--- src/design/rdpd_pkg.sv ---
// ----------------------------------------------------------------------------
// rdpd_pkg
// Shared types, codes and constants of the rotary dial pulse decoder.
// ----------------------------------------------------------------------------
`default_nettype none

package rdpd_pkg;

   localparam int unsigned MAX_DIGITS_DEF = 32;

   localparam int unsigned CMD_W    = 2;
   localparam int unsigned CSR_IDX_W = 2;
   localparam int unsigned CSR_W    = 16;
   localparam int unsigned KIND_W   = 3;
   localparam int unsigned DIGIT_W  = 4;
   localparam int unsigned LEN_W    = 6;
   localparam int unsigned PULSE_W  = 5;
   localparam int unsigned TMR_W    = 2;

   // request commands
   localparam logic [CMD_W-1:0] CMD_TICK = 2'd0;
   localparam logic [CMD_W-1:0] CMD_DIAL = 2'd1;
   localparam logic [CMD_W-1:0] CMD_HOOK = 2'd2;

   // configuration register indexes
   localparam logic [CSR_IDX_W-1:0] CSR_DEBOUNCE = 2'd0;
   localparam logic [CSR_IDX_W-1:0] CSR_COMMIT   = 2'd1;
   localparam logic [CSR_IDX_W-1:0] CSR_DIGIT_TO = 2'd2;
   localparam logic [CSR_IDX_W-1:0] CSR_END_TO   = 2'd3;

   localparam logic [CSR_W-1:0] DEBOUNCE_RST = 16'd20;
   localparam logic [CSR_W-1:0] COMMIT_RST   = 16'd200;
   localparam logic [CSR_W-1:0] DIGIT_TO_RST = 16'd250;
   localparam logic [CSR_W-1:0] END_TO_RST   = 16'd2000;

   // result kinds
   localparam logic [KIND_W-1:0] EVT_HOOK   = 3'd0;
   localparam logic [KIND_W-1:0] EVT_START  = 3'd1;
   localparam logic [KIND_W-1:0] EVT_DIGIT  = 3'd2;
   localparam logic [KIND_W-1:0] EVT_NUMBER = 3'd3;
   localparam logic [KIND_W-1:0] EVT_CANCEL = 3'd4;

   // countdown timer kinds
   localparam logic [TMR_W-1:0] TMR_NONE  = 2'd0;
   localparam logic [TMR_W-1:0] TMR_DIGIT = 2'd1;
   localparam logic [TMR_W-1:0] TMR_END   = 2'd2;

   localparam logic [PULSE_W-1:0] NO_PULSE  = 5'd31;
   localparam logic [PULSE_W-1:0] PULSE_SAT = 5'd15;
   localparam logic [PULSE_W-1:0] PULSE_TEN = 5'd10;
   localparam logic [CSR_W-1:0]   MS_MAX    = 16'hFFFF;

   typedef struct packed {
      logic exec;         // commit the accepted request
      logic cancel_load;  // load the cancel result
      logic rd_issue;     // read the next stored digit
      logic rd_load;      // load the read digit as a result
   } rdpd_cmd_type;

   typedef struct packed {
      logic has_first;
      logic cancel;
      logic start_read;
      logic rd_empty;
      logic rd_last;
   } rdpd_sts_type;

   function automatic int unsigned idx_width(int unsigned n);
      return (n > 1) ? $clog2(n) : 1;
   endfunction

endpackage

`default_nettype wire

--- src/design/rotary_dial_pulse_decoder_unit.sv ---
// Output: a request's first result enters the output register at the edge that accepts it.
// Throughput: one request per cycle while the output register is free and no cancel or
// readout runs; a cancel holds off new requests until its result is loaded; an ended number
// is read via the registered digit store port and holds off new requests until read out.
// Reset: synchronous; clears control state and loads the default timings, no clearing pass.
// ----------------------------------------------------------------------------
// rotary_dial_pulse_decoder_unit
// Rotary dial decoder: debounces dial and hook edges, counts pulses into
// digits, stores the number and reads it back when dialing ends.
// ----------------------------------------------------------------------------
`default_nettype none

module rotary_dial_pulse_decoder_unit #(
   parameter int unsigned MAX_DIGITS = rdpd_pkg::MAX_DIGITS_DEF
) (
   input  wire logic                            clock,
   input  wire logic                            reset,
   input  wire logic                            csr_write,
   input  wire logic [rdpd_pkg::CSR_IDX_W-1:0]  csr_index,
   input  wire logic [rdpd_pkg::CSR_W-1:0]      csr_wdata,
   input  wire logic                            req_valid,
   output logic                                 req_ready,
   input  wire logic [rdpd_pkg::CMD_W-1:0]      req_command,
   input  wire logic                            req_pin_level,
   output logic                                 rsp_valid,
   input  wire logic                            rsp_ready,
   output logic      [rdpd_pkg::KIND_W-1:0]     rsp_event_kind,
   output logic      [rdpd_pkg::DIGIT_W-1:0]    rsp_digit,
   output logic                                 rsp_hook_level,
   output logic      [rdpd_pkg::LEN_W-1:0]      rsp_number_length,
   output logic                                 rsp_last_of_run
);
   import rdpd_pkg::*;

   rdpd_cmd_type cmd;
   rdpd_sts_type sts;

   rdpd_ctrl u_ctrl (
      .clock     (clock),
      .reset     (reset),
      .req_valid (req_valid),
      .req_ready (req_ready),
      .rsp_valid (rsp_valid),
      .rsp_ready (rsp_ready),
      .sts       (sts),
      .cmd       (cmd)
   );

   rdpd_dp #(
      .MAX_DIGITS (MAX_DIGITS)
   ) u_dp (
      .clock             (clock),
      .reset             (reset),
      .csr_write         (csr_write),
      .csr_index         (csr_index),
      .csr_wdata         (csr_wdata),
      .req_command       (req_command),
      .req_pin_level     (req_pin_level),
      .cmd               (cmd),
      .sts               (sts),
      .rsp_event_kind    (rsp_event_kind),
      .rsp_digit         (rsp_digit),
      .rsp_hook_level    (rsp_hook_level),
      .rsp_number_length (rsp_number_length),
      .rsp_last_of_run   (rsp_last_of_run)
   );

endmodule

`default_nettype wire

--- src/design/rdpd_ram.sv ---
// ----------------------------------------------------------------------------
// rdpd_ram
// Generic single write, single read RAM with registered read data.
// ----------------------------------------------------------------------------
`default_nettype none

module rdpd_ram #(
   parameter int unsigned WIDTH = 4,
   parameter int unsigned DEPTH = 32
) (
   input  wire logic                                   clock,
   input  wire logic                                   wr_en,
   input  wire logic [rdpd_pkg::idx_width(DEPTH)-1:0]  wr_addr,
   input  wire logic [WIDTH-1:0]                       wr_data,
   input  wire logic                                   rd_en,
   input  wire logic [rdpd_pkg::idx_width(DEPTH)-1:0]  rd_addr,
   output logic      [WIDTH-1:0]                       rd_data
);
   import rdpd_pkg::*;

   logic [WIDTH-1:0] mem_ff [DEPTH];
   logic [WIDTH-1:0] rd_data_ff;

   always_ff @(posedge clock) begin
      if (wr_en) begin
         mem_ff[wr_addr] <= wr_data;
      end
      if (rd_en) begin
         rd_data_ff <= mem_ff[rd_addr];
      end
   end

   assign rd_data = rd_data_ff;

endmodule

`default_nettype wire

--- src/design/rdpd_ctrl.sv ---
// ----------------------------------------------------------------------------
// rdpd_ctrl
// Sequencer: request acceptance, second results and stored digit readout.
// ----------------------------------------------------------------------------
`default_nettype none

module rdpd_ctrl (
   input  wire logic                   clock,
   input  wire logic                   reset,
   input  wire logic                   req_valid,
   output logic                        req_ready,
   output logic                        rsp_valid,
   input  wire logic                   rsp_ready,
   input  wire rdpd_pkg::rdpd_sts_type sts,
   output rdpd_pkg::rdpd_cmd_type      cmd
);
   import rdpd_pkg::*;

   localparam logic [1:0] ST_IDLE    = 2'd0;
   localparam logic [1:0] ST_CANCEL  = 2'd1;
   localparam logic [1:0] ST_RD_ADDR = 2'd2;
   localparam logic [1:0] ST_RD_DATA = 2'd3;

   logic [1:0] state_ff, state_in;
   logic       rsp_valid_ff, rsp_valid_in;
   logic       out_free;
   logic       load;

   assign out_free = !rsp_valid_ff || rsp_ready;

   always_comb begin
      state_in  = state_ff;
      cmd       = '0;
      req_ready = 1'b0;
      unique case (state_ff)
         ST_IDLE: begin
            req_ready = out_free;
            if (req_valid && out_free) begin
               cmd.exec = 1'b1;
               if (sts.cancel) begin
                  state_in = ST_CANCEL;
               end else if (sts.start_read) begin
                  state_in = ST_RD_ADDR;
               end
            end
         end
         ST_CANCEL: begin
            if (out_free) begin
               cmd.cancel_load = 1'b1;
               state_in = ST_IDLE;
            end
         end
         ST_RD_ADDR: begin
            if (sts.rd_empty) begin
               state_in = ST_IDLE;
            end else begin
               cmd.rd_issue = 1'b1;
               state_in = ST_RD_DATA;
            end
         end
         ST_RD_DATA: begin
            if (out_free) begin
               cmd.rd_load = 1'b1;
               state_in = sts.rd_last ? ST_IDLE : ST_RD_ADDR;
            end
         end
         default: begin
            state_in = ST_IDLE;
         end
      endcase
   end

   assign load = (cmd.exec && sts.has_first) || cmd.cancel_load || cmd.rd_load;

   always_comb begin
      rsp_valid_in = rsp_valid_ff;
      if (load) begin
         rsp_valid_in = 1'b1;
      end else if (rsp_ready) begin
         rsp_valid_in = 1'b0;
      end
   end

   always_ff @(posedge clock) begin
      if (reset) begin
         state_ff     <= ST_IDLE;
         rsp_valid_ff <= 1'b0;
      end else begin
         state_ff     <= state_in;
         rsp_valid_ff <= rsp_valid_in;
      end
   end

   assign rsp_valid = rsp_valid_ff;

endmodule

`default_nettype wire

--- src/design/rdpd_dp.sv ---
// ----------------------------------------------------------------------------
// rdpd_dp
// Datapath: configuration, timers, pulse counting, digit store and results.
// ----------------------------------------------------------------------------
`default_nettype none

module rdpd_dp #(
   parameter int unsigned MAX_DIGITS = rdpd_pkg::MAX_DIGITS_DEF
) (
   input  wire logic                                clock,
   input  wire logic                                reset,
   input  wire logic                                csr_write,
   input  wire logic [rdpd_pkg::CSR_IDX_W-1:0]      csr_index,
   input  wire logic [rdpd_pkg::CSR_W-1:0]          csr_wdata,
   input  wire logic [rdpd_pkg::CMD_W-1:0]          req_command,
   input  wire logic                                req_pin_level,
   input  wire rdpd_pkg::rdpd_cmd_type              cmd,
   output rdpd_pkg::rdpd_sts_type                   sts,
   output logic      [rdpd_pkg::KIND_W-1:0]         rsp_event_kind,
   output logic      [rdpd_pkg::DIGIT_W-1:0]        rsp_digit,
   output logic                                     rsp_hook_level,
   output logic      [rdpd_pkg::LEN_W-1:0]          rsp_number_length,
   output logic                                     rsp_last_of_run
);
   import rdpd_pkg::*;

   localparam int unsigned ADDR_W = idx_width(MAX_DIGITS);
   localparam int unsigned CNT_W  = $clog2(MAX_DIGITS + 1);
   localparam int unsigned CMP_W  = CNT_W + 1;

   // configuration
   logic [CSR_W-1:0] debounce_ff, commit_ff, digit_to_ff, end_to_ff;

   // decoder state
   logic [CSR_W-1:0]   ms_ff, ms_in;
   logic               hook_off_ff, hook_off_in;
   logic               dialing_ff, dialing_in;
   logic [PULSE_W-1:0] pulse_ff, pulse_in;
   logic [CNT_W-1:0]   total_ff, total_in;
   logic [CSR_W-1:0]   countdown_ff, countdown_in;
   logic [TMR_W-1:0]   tkind_ff, tkind_in;

   // readout
   logic [ADDR_W-1:0]  rd_idx_ff;
   logic [CNT_W-1:0]   rd_len_ff;
   logic [DIGIT_W-1:0] rd_data;

   // result payload
   logic [KIND_W-1:0]  kind_ff;
   logic [DIGIT_W-1:0] digit_ff;
   logic               hook_ff;
   logic [LEN_W-1:0]   len_ff;
   logic               last_ff;

   logic               do_complete, emit_hook, emit_start, emit_digit;
   logic               start_read, cancel, store_wr;
   logic [DIGIT_W-1:0] pulse_digit;

   assign pulse_digit = (pulse_ff >= PULSE_TEN) ? '0 : pulse_ff[DIGIT_W-1:0];

   always_comb begin
      ms_in        = ms_ff;
      hook_off_in  = hook_off_ff;
      dialing_in   = dialing_ff;
      pulse_in     = pulse_ff;
      total_in     = total_ff;
      countdown_in = countdown_ff;
      tkind_in     = tkind_ff;
      do_complete  = 1'b0;
      emit_hook    = 1'b0;
      emit_start   = 1'b0;
      emit_digit   = 1'b0;
      start_read   = 1'b0;
      cancel       = 1'b0;
      store_wr     = 1'b0;

      unique case (req_command)
         CMD_TICK: begin
            if (ms_ff != MS_MAX) begin
               ms_in = ms_ff + 1'b1;
            end
            if (tkind_ff != TMR_NONE) begin
               if (countdown_ff > 16'd1) begin
                  countdown_in = countdown_ff - 1'b1;
               end else if (tkind_ff == TMR_DIGIT) begin
                  do_complete = 1'b1;
               end else begin
                  start_read = 1'b1;
               end
            end
         end
         CMD_DIAL, CMD_HOOK: begin
            ms_in = '0;
            if (ms_ff >= debounce_ff) begin
               if (req_command == CMD_HOOK) begin
                  hook_off_in = req_pin_level;
                  emit_hook   = 1'b1;
                  cancel      = !req_pin_level && (total_ff != '0);
               end else if (hook_off_ff) begin
                  if (req_pin_level) begin
                     if (!dialing_ff) begin
                        dialing_in = 1'b1;
                        emit_start = 1'b1;
                     end else begin
                        tkind_in     = TMR_NONE;
                        countdown_in = '0;
                        do_complete  = (ms_ff >= commit_ff) && (pulse_ff != NO_PULSE);
                     end
                  end else if (dialing_ff) begin
                     if (pulse_ff == NO_PULSE) begin
                        pulse_in = '0;
                     end else if (pulse_ff < PULSE_SAT) begin
                        pulse_in = pulse_ff + 1'b1;
                     end
                     tkind_in     = TMR_DIGIT;
                     countdown_in = digit_to_ff;
                  end
               end
            end
         end
         default: begin
         end
      endcase

      if (do_complete) begin
         tkind_in     = TMR_NONE;
         countdown_in = '0;
         if (pulse_ff != NO_PULSE) begin
            if (total_ff >= CNT_W'(MAX_DIGITS)) begin
               // store full: drop the digit, end the number
               start_read = 1'b1;
            end else begin
               emit_digit   = 1'b1;
               store_wr     = 1'b1;
               total_in     = total_ff + 1'b1;
               pulse_in     = NO_PULSE;
               tkind_in     = TMR_END;
               countdown_in = end_to_ff;
            end
         end
      end

      if (start_read || cancel) begin
         total_in     = '0;
         pulse_in     = NO_PULSE;
         dialing_in   = 1'b0;
         tkind_in     = TMR_NONE;
         countdown_in = '0;
      end
   end

   assign sts.has_first  = emit_hook || emit_start || emit_digit;
   assign sts.cancel     = cancel;
   assign sts.start_read = start_read;
   assign sts.rd_empty   = (rd_len_ff == '0);
   assign sts.rd_last    = (CMP_W'(rd_idx_ff) + CMP_W'(1)) == CMP_W'(rd_len_ff);

   always_ff @(posedge clock) begin
      if (reset) begin
         debounce_ff  <= DEBOUNCE_RST;
         commit_ff    <= COMMIT_RST;
         digit_to_ff  <= DIGIT_TO_RST;
         end_to_ff    <= END_TO_RST;
         ms_ff        <= '0;
         hook_off_ff  <= 1'b0;
         dialing_ff   <= 1'b0;
         pulse_ff     <= NO_PULSE;
         total_ff     <= '0;
         countdown_ff <= '0;
         tkind_ff     <= TMR_NONE;
         rd_idx_ff    <= '0;
         rd_len_ff    <= '0;
      end else begin
         if (csr_write) begin
            unique case (csr_index)
               CSR_DEBOUNCE: debounce_ff <= csr_wdata;
               CSR_COMMIT:   commit_ff   <= csr_wdata;
               CSR_DIGIT_TO: digit_to_ff <= csr_wdata;
               CSR_END_TO:   end_to_ff   <= csr_wdata;
               default: begin
               end
            endcase
         end
         if (cmd.exec) begin
            ms_ff        <= ms_in;
            hook_off_ff  <= hook_off_in;
            dialing_ff   <= dialing_in;
            pulse_ff     <= pulse_in;
            total_ff     <= total_in;
            countdown_ff <= countdown_in;
            tkind_ff     <= tkind_in;
            if (start_read) begin
               rd_idx_ff <= '0;
               rd_len_ff <= total_ff;
            end
         end
         if (cmd.rd_load) begin
            rd_idx_ff <= rd_idx_ff + 1'b1;
         end
      end
   end

   // result payload, loaded only when the output slot is free
   always_ff @(posedge clock) begin
      if (cmd.exec && sts.has_first) begin
         kind_ff  <= emit_hook ? EVT_HOOK : (emit_start ? EVT_START : EVT_DIGIT);
         digit_ff <= emit_digit ? pulse_digit : '0;
         hook_ff  <= emit_hook && req_pin_level;
         len_ff   <= '0;
         last_ff  <= !cancel;
      end else if (cmd.cancel_load) begin
         kind_ff  <= EVT_CANCEL;
         digit_ff <= '0;
         hook_ff  <= 1'b0;
         len_ff   <= '0;
         last_ff  <= 1'b1;
      end else if (cmd.rd_load) begin
         kind_ff  <= EVT_NUMBER;
         digit_ff <= rd_data;
         hook_ff  <= 1'b0;
         len_ff   <= LEN_W'(rd_len_ff);
         last_ff  <= sts.rd_last;
      end
   end

   rdpd_ram #(
      .WIDTH (DIGIT_W),
      .DEPTH (MAX_DIGITS)
   ) u_store (
      .clock   (clock),
      .wr_en   (cmd.exec && store_wr),
      .wr_addr (total_ff[ADDR_W-1:0]),
      .wr_data (pulse_digit),
      .rd_en   (cmd.rd_issue),
      .rd_addr (rd_idx_ff),
      .rd_data (rd_data)
   );

   assign rsp_event_kind    = kind_ff;
   assign rsp_digit         = digit_ff;
   assign rsp_hook_level    = hook_ff;
   assign rsp_number_length = len_ff;
   assign rsp_last_of_run   = last_ff;

endmodule

`default_nettype wire

--- config.mk ---
export PLATFORM = sky130hd
export DESIGN_NAME = rotary_dial_pulse_decoder_unit
export DESIGN_NICKNAME = d
export VERILOG_FILES = /design/src/design/rdpd_pkg.sv /design/src/design/rotary_dial_pulse_decoder_unit.sv /design/src/design/rdpd_ram.sv /design/src/design/rdpd_ctrl.sv /design/src/design/rdpd_dp.sv
export SDC_FILE = /design/constraint.sdc
export NUM_CORES = 1
export LEC_CHECK = 0
export ABC_AREA = 1
export BUFFER_PORTS_ARGS = -buffer_cell sky130_fd_sc_hd__buf_2
export CELL_PAD_IN_SITES_DETAIL_PLACEMENT = 1
export CELL_PAD_IN_SITES_GLOBAL_PLACEMENT = 1
export CORE_MARGIN = 1
export CORE_UTILIZATION = 48
export DETAILED_ROUTE_END_ITERATION = 12
export PLACE_DENSITY = 0.78
export SKIP_LAST_GASP = 1
export SYNTH_ARGS = -nofsm -noshare
export SYNTH_HDL_FRONTEND = slang
export SYNTH_SLANG_ARGS = --single-unit
--- constraint.sdc ---
create_clock -name clock -period 3.5 [get_ports clock]
set_input_delay 0.7 -clock clock [delete_from_list [all_inputs] [get_ports clock]]
set_output_delay 0.7 -clock clock [all_outputs]
set_load 0.02 [all_outputs]
After elaboration in Yosys (flattened, before gate mapping)
Memory sizes are Yosys's and may differ from the RTL's. A register that Yosys moved wholly into a read port is not among the register bits.
Index checks and enable logic that the tools add are counted.
{"block": "word_totals", "reg_bits": 140, "latch_bits": 0, "ramBits": 128, "rom_bits": 0, "input_bits": 26, "output_inout_bits": 17, "elab_cells": 230, "mem_count": 1}
{"block": "op_classes", "addsub": 6, "multipliers": 0, "n_div": 0, "order_cmp": 6, "n_eq_ne": 27, "shifts": 0, "muxes": 118, "bitwise_logic": 0, "n_reduce_logical": 52}
{"memory": "u_dp.u_store.mem_ff", "depth": 32, "width": 4, "read_ports": 1, "rd_clocked_by_memory_dff": 1, "write_ports": 1, "line": "rdpd_ram.sv:21", "text": "logic [WIDTH-1:0] mem_ff [DEPTH];"}
{"op": "16-bit 2-to-1 mux", "count": 13}
{"op": "5-bit 2-to-1 mux", "count": 15}
{"op": "16-bit one-hot mux with 2 select lines", "count": 2}
{"op": "1-bit 2-to-1 mux", "count": 54}
{"op": "2-bit 2-to-1 mux", "count": 19}
{"op": "16-bit >= comparator", "count": 2}
{"op": "6-bit 2-to-1 mux", "count": 4}
{"op": "2-bit nonzero test", "count": 11}
{"op": "4-bit 2-to-1 mux", "count": 5}
{"op": "4-bit by 1-bit inequality test with 1-bit output, second input constant", "count": 5}
{"op": "16-bit by 1-bit adder with 16-bit output, second input constant", "count": 1}
{"op": "16-bit by 1-bit greater-than comparator with 1-bit output, second input constant", "count": 1}
{"op": "16-bit inequality test, second input constant", "count": 1}
{"op": "16-bit by 1-bit subtractor with 16-bit output, second input constant", "count": 1}
{"op": "3-bit nonzero test", "count": 5}
{"op": "3-bit 2-to-1 mux", "count": 4}
{"op": "2-bit AND reduction", "count": 6}
{"op": "4-bit AND reduction", "count": 3}
{"op": "6-bit AND reduction", "count": 2}
{"op": "5-bit by 1-bit adder with 5-bit output, second input constant", "count": 2}
{"op": "2-bit equality test, second input constant", "count": 5}
{"op": "2-bit by 1-bit equality test with 1-bit output, second input constant", "count": 4}
{"op": "2-bit by 1-bit inequality test with 1-bit output, second input constant", "count": 4}
{"op": "2-bit one-hot mux with 4 select lines", "count": 1}
{"op": "23 further kinds", "count": 39}

Logic depth before layout (Yosys ltp)
{"block": "depth", "depth_word": 14, "mapped_depth": 21, "depth_no_buf": 21}

Modules after synthesis
A second synthesis with hierarchy kept.
{"block": "unflattened", "hier_cells": 1588, "area_unflattened_um2": 13347.8}
{"module": "rdpd_dp", "n_inst": 1, "cells_per_inst": 1065, "area_each_um2": 7592.3, "seq_area_each_um2": 2832.7}
{"module": "rdpd_ram", "n_inst": 1, "cells_per_inst": 486, "area_each_um2": 5536.6, "seq_area_each_um2": 3963.8}
{"module": "rdpd_ctrl", "n_inst": 1, "cells_per_inst": 37, "area_each_um2": 219.0, "seq_area_each_um2": 60.1}

Worst setup path after synthesis
No wires, ideal clock.
{"block": "synth_path", "kind": "input -> register", "startpoint": "in req_command[0] (netlist name)", "endpoint": "mem u_dp.u_store.mem_ff[24][0] (enable)", "setup_ns": 0.329, "arrival_time_ns": 2.434, "required_time_ns": 3.171, "path_slack_ns": 0.736, "path_stages": 14, "n_path_buf": 1, "path_cell_list": "inv_1 ha_1 nor2_1 inv_1 nor2_1 inv_1 nor3_1 nand3_1 nand2_4 nand4_1 buf_2 inv_2 nand2_2 nor2_1"}
{"block": "synth_between", "elab_chain_len": 8, "elab_cells_between_ends": 11, "classes_between": "eq/ne (2); mux (6); reduce/logical (3)"}
{"element": "start, declared", "line": "rotary_dial_pulse_decoder_unit.sv:23", "text": "input wire logic [rdpd_pkg::CMD_W-1:0] req_command,"}
{"element": "2-bit equality test", "line": "rdpd_dp.sv:77, rdpd_dp.sv:95"}
{"element": "1-bit 2-to-1 mux", "line": "rdpd_dp.sv:95", "text": "if (req_command == CMD_HOOK) begin"}
{"element": "1-bit 2-to-1 mux", "line": "rdpd_dp.sv:94", "text": "if (ms_ff >= debounce_ff) begin"}
{"element": "1-bit one-hot mux with 2 select lines *", "line": "rdpd_dp.sv:77", "text": "unique case (req_command)"}
{"element": "1-bit 2-to-1 mux *", "line": "rdpd_dp.sv:125", "text": "if (do_complete) begin"}
{"element": "1-bit logical AND *", "line": "rdpd_dp.sv:231", "text": ".wr_en (cmd.exec && store_wr),"}
{"element": "1-bit 2-to-1 mux *", "line": "rdpd_ram.sv:25", "text": "if (wr_en) begin"}
{"element": "1-bit 2-to-1 mux (implied by the code) *", "line": "rdpd_ram.sv:26", "text": "mem_ff[wr_addr] <= wr_data;"}
{"element": "end, declared", "line": "rdpd_ram.sv:21"}
Every way passes the cells marked *; elsewhere a longest branch is shown, timed or not.

Worst setup path after layout
{"block": "layout_path", "startpoint": "reg u_dp.ms_ff[7]", "endpoint": "mem u_dp.u_store.mem_ff[10][3] (enable)"}
{"block": "layout_between", "elab_chain_len": 12, "elab_cells_between_ends": 13, "classes_between": "order compare (2); mux (9); reduce/logical (2)"}
{"element": "start, declared", "line": "rdpd_dp.sv:35", "text": "logic [CSR_W-1:0] ms_ff, ms_in;"}
{"element": "start signal, assigned", "line": "rdpd_dp.sv:185", "text": "ms_ff <= ms_in;"}
{"element": "16-bit >= comparator", "line": "rdpd_dp.sv:107", "text": "do_complete = (ms_ff >= commit_ff) && (pulse_ff != NO_PULSE);"}
{"element": "1-bit logical AND", "line": "rdpd_dp.sv:107"}
{"element": "1-bit 2-to-1 mux", "line": "rdpd_dp.sv:101", "text": "if (!dialing_ff) begin"}
{"element": "1-bit 2-to-1 mux", "line": "rdpd_dp.sv:100", "text": "if (req_pin_level) begin"}
{"element": "1-bit 2-to-1 mux", "line": "rdpd_dp.sv:99", "text": "end else if (hook_off_ff) begin"}
{"element": "1-bit 2-to-1 mux", "line": "rdpd_dp.sv:95"}
{"element": "1-bit 2-to-1 mux *", "line": "rdpd_dp.sv:94"}
{"element": "1-bit one-hot mux with 2 select lines *", "line": "rdpd_dp.sv:77"}
{"element": "1-bit 2-to-1 mux *", "line": "rdpd_dp.sv:125"}
{"element": "1-bit logical AND *", "line": "rdpd_dp.sv:231"}
{"element": "1-bit 2-to-1 mux *", "line": "rdpd_ram.sv:25"}
{"element": "1-bit 2-to-1 mux (implied by the code) *", "line": "rdpd_ram.sv:26"}
Marks and branches as above.

==> impl_metrics.py <==
metrics = {
    "die": {
        "rows": 59,
        "core_area_mm2": 0.0263,
        "ios": 43,
        "start_util_pct": 49.5,
        "die_area_mm2": 0.0277,
        "die_y_um": 167,
        "die-width_um": 167,
    },
    "power": {
        "switching_share_pct": 23.2,
        "leakage_uw": 0.00615,
        "p_per_area_mw_per_mm2": 509,
        "p_comb_share_pct": 7.7,
        "clkPwrFrac_pct": 46.8,
        "peakVddDrop_mv": 0.355,
        "p_sw_uw": 1730,
        "p_int_uw": 5750,
        "seqPwrFrac_pct": 45.6,
        "finalPower_uw": 7480,
    },
    "logic_synthesis": {
        "synth_area_per_cell_um2": 8.56,
        "netlist_area_mm2": 0.0130,
        "syn_inst": 1519,
        "synth_edf_count": 141,
        "yosys_register_bits": 272,
        "seq_area_frac_synth_pct": 52.8,
        "synth_ff_type": "edfxtp_1",
        "syn_nets": 1592,
        "yosys_warnings": 0,
        "yosysUniqueCellTypes": 42,
        "synthArstFlopShare_pct": 0,
    },
    "timing": {
        "period_share_pct": 90.9,
        "layout_setup_ws_ps": 319,
        "fin_worst_skew_ps": 16.4,
        "finalHoldViolCount": 0,
        "setup_viol": 0,
        "slew_viol_final": 0,
        "timing.final.crit_period_ps": 3180,
        "worst_slew_pin_slew_ps": 761,
        "rsz0062_at_grt": "false",
        "relSlewSlack_pct": 49.2,
        "fmax_mhz": 314,
        "tns_ps": 0,
    },
    "detailed_routing": {
        "wl_per_cell_um": 20.7,
        "drt-total-wl_mm": 39.6,
        "firstDrtPassIters": 9,
        "postRouteAntennaNets": 0,
        "drcViolationCount": 2,
        "drt-initial-drc-count": 752,
        "vias_per_cell": 5.74,
        "vias": 11000,
    },
    "clocking": {
        "clock_latency_ps": 560,
        "h-tree-depth": 1,
        "cts_tree": "built",
        "cts_inserted_buffers": 30,
        "cts.sinks": 272,
        "cts.clk_slew.worst_paths_ps": 60,
        "cts-root-buf": "clkbuf_16",
        "clockBufferDepth": 3,
    },
    "final_layout": {
        "mostFrequentLayoutCell": "nor2_1",
        "final_net_count": 1629,
        "area_growth_pct": 13.1,
        "layout_common_cells": "nor2_1 (234), nand2_1 (221), o21ai_0 (165), edfxtp_1 (141), inv_1 (137)",
        "final_layout_size_suffix_gt1_share_pct": 10.4,
        "antenna_cells": 0,
        "final_cells": 1915,
    },
    "global_route": {
        "antenna_found_initial": 0,
        "grt_pass1_wl_mm": 62.8,
        "gr-total-overflow": 0,
        "grt_max_degree": 69,
        "grt_usage_pct": 28.8,
        "grt_pass1_vias": 11400,
    },
    "placed_design": {
        "portBuffers": 42,
        "dp_slack_ps": 46.4,
        "place.gp.congestion": 0.830,
        "place_inst": 1859,
        "dp_hpwl_mm": 28.0,
    },
    "outcome": {
        "status": "finished with violations",
        "violations": "design-rule violations",
    },
    "worst_hold_path": {
        "min_to": "u_dp.end_to_ff[9]$_SDFFE_PP1P_",
        "hold_start": "csr_wdata[9]",
        "holdPathStages": 3,
        "hold_class": "primary input to register",
    },
    "critical_path": {
        "r2r_slack_ps": 320,
        "critPathKind": "register to register",
        "r2r-end": "u_dp.u_store.mem_ff[10][3]$_DFFE_PP_",
        "slowest_delay_ps": 450,
        "r2r_start": "u_dp.ms_ff[7]$_SDFFE_PP0P_",
        "crit_chain": "ha_1 -> nand2_1 -> nor2_1 -> nand2_1 -> nand2_1 -> nand2_1 -> nand3_1 -> nand3_1 -> nand2_4 -> nand4_1 -> inv_2 -> nand2_2 -> nor2_1",
        "critPathSlowestCell": "nor2_1",
        "worstPathMaxFanout": 8,
        "crit_path_frequent_cell": "nand2_1",
        "r2r_cells": 13,
        "cp-end-kind": "register",
        "cp-start-kind": "register",
        "worstPathRequired_ps": 3700,
        "critPathArrivalTime_ps": 3380,
    },
    "flow_run": {
        "cap_violations": 0,
    },
}
## kinds of logic after synthesis
logic type               after synthesis  synth area share [%]
AND/OR/NAND/NOR                      611                  19.9
AO/OA/AOI/OAI                        357                  15.3
flip-flops                           272                  52.8
buffers and inverters                216                  6.48
adder cells (fa/ha/maj)               47                  4.52
XOR/XNOR                              16                  1.08
## how the worst max path moves through the flow
stage | cells after the start | end | startpoint
after global routing | 15 | u_ctrl.rsp_valid$_SDFFE_PP0P_ | u_dp.ms_ff[7]$_SDFFE_PP0P_
final | 13 | u_dp.u_store.mem_ff[10][3]$_DFFE_PP_ | u_dp.ms_ff[7]$_SDFFE_PP0P_
after detailed placement | 14 | u_dp.u_store.mem_ff[10][0]$_DFFE_PP_ | req_command[0]
after global placement | 14 | u_dp.u_store.mem_ff[24][0]$_DFFE_PP_ | req_command[0]
after floorplan | 14 | u_dp.u_store.mem_ff[24][0]$_DFFE_PP_ | req_command[0]
after CTS | 15 | u_ctrl.rsp_valid$_SDFFE_PP0P_ | u_dp.ms_ff[7]$_SDFFE_PP0P_
## metal layers
| metal | part of all wire, % | GRT usage (%) |
|---|---|---|
| met1 | 41 | 35.1 |
| met2 | 52 | 52.0 |
| met3 | 3.9 | 3.37 |
| met4 | 3.4 | 10.9 |
| met5 | 0 | 0 |
## flip-flops by register name, summed over array words and instances (netlist names), 16 cells and up
register	flops
u_dp.u_store.mem_ff	128
u_dp.commit_ff	16
u_dp.countdown_ff	16
u_dp.debounce_ff	16
u_dp.digit_to_ff	16
u_dp.end_to_ff	16
u_dp.ms_ff	16
## repair_timing
item                                    4_1_cts  5_1_grt
gates resized for setup                       0        1
hold buffers                                  0        0
setup buffers                                 0        0
endpoints found under the setup margin        0       10
## power groups by stage
stage	registers (µW)	logic [µW]	clock network, µW
3_5_place_dp	3480	571	0
3_3_place_gp	3480	551	0
2_1_floorplan	3470	389	0
4_1_cts	3410	578	3540
5_1_grt	3410	645	3670
6_report	3410	573	3500
## cell usage after synthesis (all sizes together) (4+ instances only)
| cell type | number | share of area, % |
|---|---|---|
| a31oi | 5 | 0.24 |
| inv | 143 | 4.1 |
| ha | 47 | 4.5 |
| o21ai | 179 | 7.0 |
| nor3 | 21 | 0.85 |
| o211ai | 13 | 0.79 |
| a21oi | 112 | 4.4 |
| nand4 | 16 | 0.77 |
| dfxtp | 131 | 20 |
| xor2 | 11 | 0.74 |
| edfxtp | 141 | 33 |
| nor2 | 243 | 7.2 |
| a32oi | 4 | 0.27 |
| a211oi | 5 | 0.29 |
| buf | 15 | 0.67 |
| xnor2 | 5 | 0.34 |
| nand2 | 233 | 7.1 |
| nand3 | 93 | 3.7 |
| o22ai | 11 | 0.53 |
| clkbuf | 55 | 1.6 |
| o221ai | 22 | 1.5 |
## worst max-delay path: cells and delay by family (launching register included)
kind          cells  cell delay [ps]
buf+inv           1              220
flops             1              400
fa+ha+maj         1              340
simple gates     11             1850
## cell type report
type | count | area (µm²)
clock buffers | 43 | 881
clock inverters | 13 | 230
fillers | 3145 | 11600
inverters | 146 | 548
multi-input cells | 1031 | 5310
flip-flops and latches | 272 | 6860
well taps | 335 | 419
repair buffers | 75 | 458
## metrics by stage
stage / hold slack (ps) / cell area (µm²) / util, %
floorplan: 424 / 13000 / -
finish: 428 / 14700 / 55.9
global route: 451 / 14700 / 55.9
detailed placement: 441 / 13600 / 51.7
CTS: 426 / 14700 / 55.9
global placement: 435 / 13600 / 51.7
Power figures use the tool's default switching activity.
